<file path="config.mk">
export PLATFORM = sky130hd
export DESIGN_NAME = fsk_queue
export DESIGN_NICKNAME = d
export VERILOG_FILES = /design/src/rtl/fsk_pkg.sv /design/src/rtl/fsk_queue.sv
export SDC_FILE = /design/constraint.sdc
export NUM_CORES = 1
export LEC_CHECK = 0
export BUFFER_PORTS_ARGS = -buffer_cell sky130_fd_sc_hd__buf_2
export CORE_UTILIZATION = 50
export CTS_CLUSTER_DIAMETER = 150
export DETAILED_ROUTE_END_ITERATION = 10
export PLACE_DENSITY = 0.86
export REMOVE_ABC_BUFFERS = 1
export SLEW_MARGIN = 25
export SYNTH_ARGS = -nofsm -noshare
export SYNTH_HDL_FRONTEND = slang
export SYNTH_SLANG_ARGS = --single-unit
export TNS_END_PERCENT = 5
</file>
<file path="constraint.sdc">
create_clock -name clk -period 12.25 [get_ports clk]
set_input_delay 0.6125 -clock clk [delete_from_list [all_inputs] [get_ports clk]]
set_output_delay 0.6125 -clock clk [all_outputs]
set_load 0.02 [all_outputs]
</file>
<file path="src/rtl/fsk_pkg.sv">
`default_nettype none
package fsk_pkg;
    localparam int TAPS_N_DEF = 1024;
    localparam int LO_N_DEF = 1024;
    localparam int FRAME_N_DEF = 16;
    localparam int THR_W = 40;
    localparam logic [THR_W-1:0] THR_RESET = 40'd10000;
    localparam int IDX_W = 10;

    typedef enum logic [1:0] {
        OP_SAMPLE = 2'd0,
        OP_COEF   = 2'd1,
        OP_LO     = 2'd2,
        OP_NONE   = 2'd3
    } op_t;

    typedef struct packed {
        op_t              op;
        logic signed [15:0] i_val;
        logic signed [15:0] q_val;
        logic [IDX_W-1:0] idx;
        logic signed [31:0] coef;
    } cmd_t;
endpackage
`default_nettype wire

</file>
<file path="src/rtl/fsk_queue.sv">
`default_nettype none
module fsk_queue import fsk_pkg::*; (
    input  wire logic clk,
    input  wire logic rst_n,
    input  wire logic w_valid,
    output logic      w_ready,
    input  wire cmd_t w_cmd,
    output logic      r_valid,
    input  wire logic r_ready,
    output cmd_t      r_cmd
);
    cmd_t mem_reg [2];
    logic [1:0] cnt_reg;
    logic wp_reg, rp_reg;
    logic wr, rd;

    assign w_ready = cnt_reg != 2'd2;
    assign r_valid = cnt_reg != 2'd0;
    assign r_cmd = mem_reg[rp_reg];
    assign wr = w_valid && w_ready;
    assign rd = r_valid && r_ready;

    always_ff @(posedge clk or negedge rst_n)
    begin
        if (!rst_n)
        begin
            cnt_reg <= '0;
            wp_reg <= 1'b0;
            rp_reg <= 1'b0;
        end
        else
        begin
            if (wr)
            begin
                wp_reg <= !wp_reg;
            end
            if (rd)
            begin
                rp_reg <= !rp_reg;
            end
            cnt_reg <= cnt_reg + {1'b0, wr} - {1'b0, rd};
        end
    end

    always_ff @(posedge clk)
    begin
        if (wr)
        begin
            mem_reg[wp_reg] <= w_cmd;
        end
    end
endmodule
`default_nettype wire

</file>
==> results.tsv <==
metric	value	unit
status	finished, final reports clean	
die-area	12100	um^2
dr.first_iter.drc_count	100	
synthesis.area	5840	um^2
reg2reg_from	cnt_reg[0]$_DFF_PN0_	
port_buffers	157	
cp_slowest_cell	dfrtp_4	
grt_max_degree	77	
synth.most_common_cell	edfxtp_1	
pin_count	158	
vias	2916	
via_per_inst	5.00	
routabilityCongestion	0.665	
maxCapViolCount	0	
num_rows	39	
placedCellCount	552	
synth_top_area_share	78.1	%
path_buf_inv	2	
synth-edff-count	152	
clock_latency	0.40	ns
drv_slew	0	
synth-seq-area-share	79.8	%
setup.worst_path.start	rp_reg$_DFFE_PN0P_	
grt_usage	16.7	%
yosys-top-cells-count	edfxtp_1, mux2_2, mux2_4	
drive_gt1_share	60.2	%
numCtsBuffers	17	
holdWs	0.401	ns
end_kind	output port	
drc	0	
min_path_type	primary input to flip-flop	
combPwrFrac	30.9	%
min_from	w_cmd[75]	
rrSetupSlack	9.95	ns
post_drt_wl_per_cell	17.0	um
cp.required	11.64	ns
drt-total-wl	9920	um
p_leak	2.87	nW
crit_family	flip-flops	
cp_cell_sequence	buf_16, mux2_2, buf_2	
grt_pass1_wl	14500	um
syn_area_per_cell	22.6	um^2
htreeDepth	4	
hold_violations	0	
path_class	flip-flop to output port	
swShare	30.0	%
skew	0.00286	ns
yosysWarningCount	0	
clock.fmax	0.370	GHz
firstDrtPassIters	4	
ys_ff_latch	156	
total_power	1.92	mW
async_reset_ff_share	2.56	%
preCtsSetupSlack	9.78	ns
cts_resized	0	
fp.coreArea	11400	um^2
largest_reg_flops	152	
clkTransAtPathRegs	0.06	ns
die_height	110	um
power.switching	0.577	mW
setup_viol	0	
relSlewSlack	44.3	%
yosysTopAreaCell	edfxtp_1	
clock_sinks	156	
tightest_slew	0.836	ns
rsz0062_at_grt	false	
clkPwrFrac	28.0	%
ir_drop	0.000120	V
power_frac_seq	41.1	%
cts-hold-fix-buffers	0	
fin_ws	9.55	ns
period_share	22.0	%
cts_buffer_depth	2	
critPathMaxFanout	42	
root_buffer	clkbuf_16	
postRouteAntennaNets	0	
p_per_area	260	nW/um^2
syn2layout_area_growth	26.8	%
synthTopCellsByArea	edfxtp_1, mux2_2, mux2_4, dfrtp_1, buf_8	
initial_core_util	51.2	%
grt_pass1_vias	3026	
setup.worst_path.start_class	flip-flop	
cpPeakStageDelay	0.79	ns
syn_inst	259	
diodes	0	
synth_cell_types	20	
final.setup.tns	0	ns
fin_crit	2.70	ns
cts_tree	done	
final_cells	583	
postCtsSetupBuffers	0	
final_nets	511	
die_w	110	um
dp_hpwl	6430	um
arrival	2.09	ns
p_int	1.35	mW
antenna_found_initial	0	
ys.flop_type	edfxtp_1	
grt_overflow	0	
[power groups by stage]
stage | clock network [mW] | logic [mW] | registers, mW
after floorplan | 0 | 0.412 | 0.814
after global placement | 0 | 0.553 | 0.824
after detailed placement | 0 | 0.597 | 0.808
after CTS | 0.547 | 0.600 | 0.797
after global routing | 0.569 | 0.639 | 0.806
final | 0.539 | 0.594 | 0.791
[stage by stage]
stage / instance area [um^2] / utilization, %
finish: 7410 / 64.9
global route: 7410 / 64.9
CTS: 7380 / 64.6
detailed placement: 6770 / 59.3
global placement: 6740 / 59.1
floorplan: 5750 / -
[logic make-up (layout without fill, tap and decap cells)]
group,after synthesis,count (layout),share of synthesized area (%)
DFF,156,156,79.8
muxes,76,76,16.6
and+or+nand+nor,11,11,1.01
buffers and inverters,9,190,1.50
AOI/OAI and AO/OA,3,3,0.407
xor gates and xnor gates,3,3,0.450
adders and majority gates,1,1,0.214
[metal layers]
| layer | track usage, % | part of all wire (%) | vias up |
|---|---|---|---|
| met3 | 5.53 | 5.6 | 12 |
| met5 | 0 | 0 | - |
| met2 | 30.1 | 54 | 103 |
| met4 | 6.20 | 1.1 | 0 |
| li1 | - | - | 1365 |
| met1 | 18.4 | 40 | 1436 |
[layout make-up]
type	count	area [um^2]
tap	143	179
timing repair buffer	161	851
clock inverter	10	174
clock buffer	19	433
fill	828	4010
sequential	156	4670
multi-input combinational	94	1100
[path summary, 6_finish.rpt]
check / cells past startpoint / end
max: 3 / r_cmd[22]
min: 1 / mem_reg[0][75]$_DFFE_PP_
max reg2reg: 4 / mem_reg[0][28]$_DFFE_PP_
min reg2reg: 1 / wp_reg$_DFFE_PN0P_
max in group asynchronous: 2 / rp_reg$_DFFE_PN0P_
min in group asynchronous: 2 / cnt_reg[0]$_DFF_PN0_
[cells in the final DEF (no fill, tap or decap), drive strengths merged]
cell type / instances
xnor2: 3
o21ai: 1
mux2: 76
bufinv: 5
dlygate4sd3: 1
nand2: 2
clkinvlp: 1
buf: 160
or2: 1
dfrtp: 4
clkbuf: 19
nor2b: 1
nor4bb: 1
edfxtp: 152
nor2: 3
a311oi: 1
and3: 1
nand2b: 1
o21ba: 1
ha: 1
clkinv: 4
nand3: 1
Power figures use the tool's default switching activity.
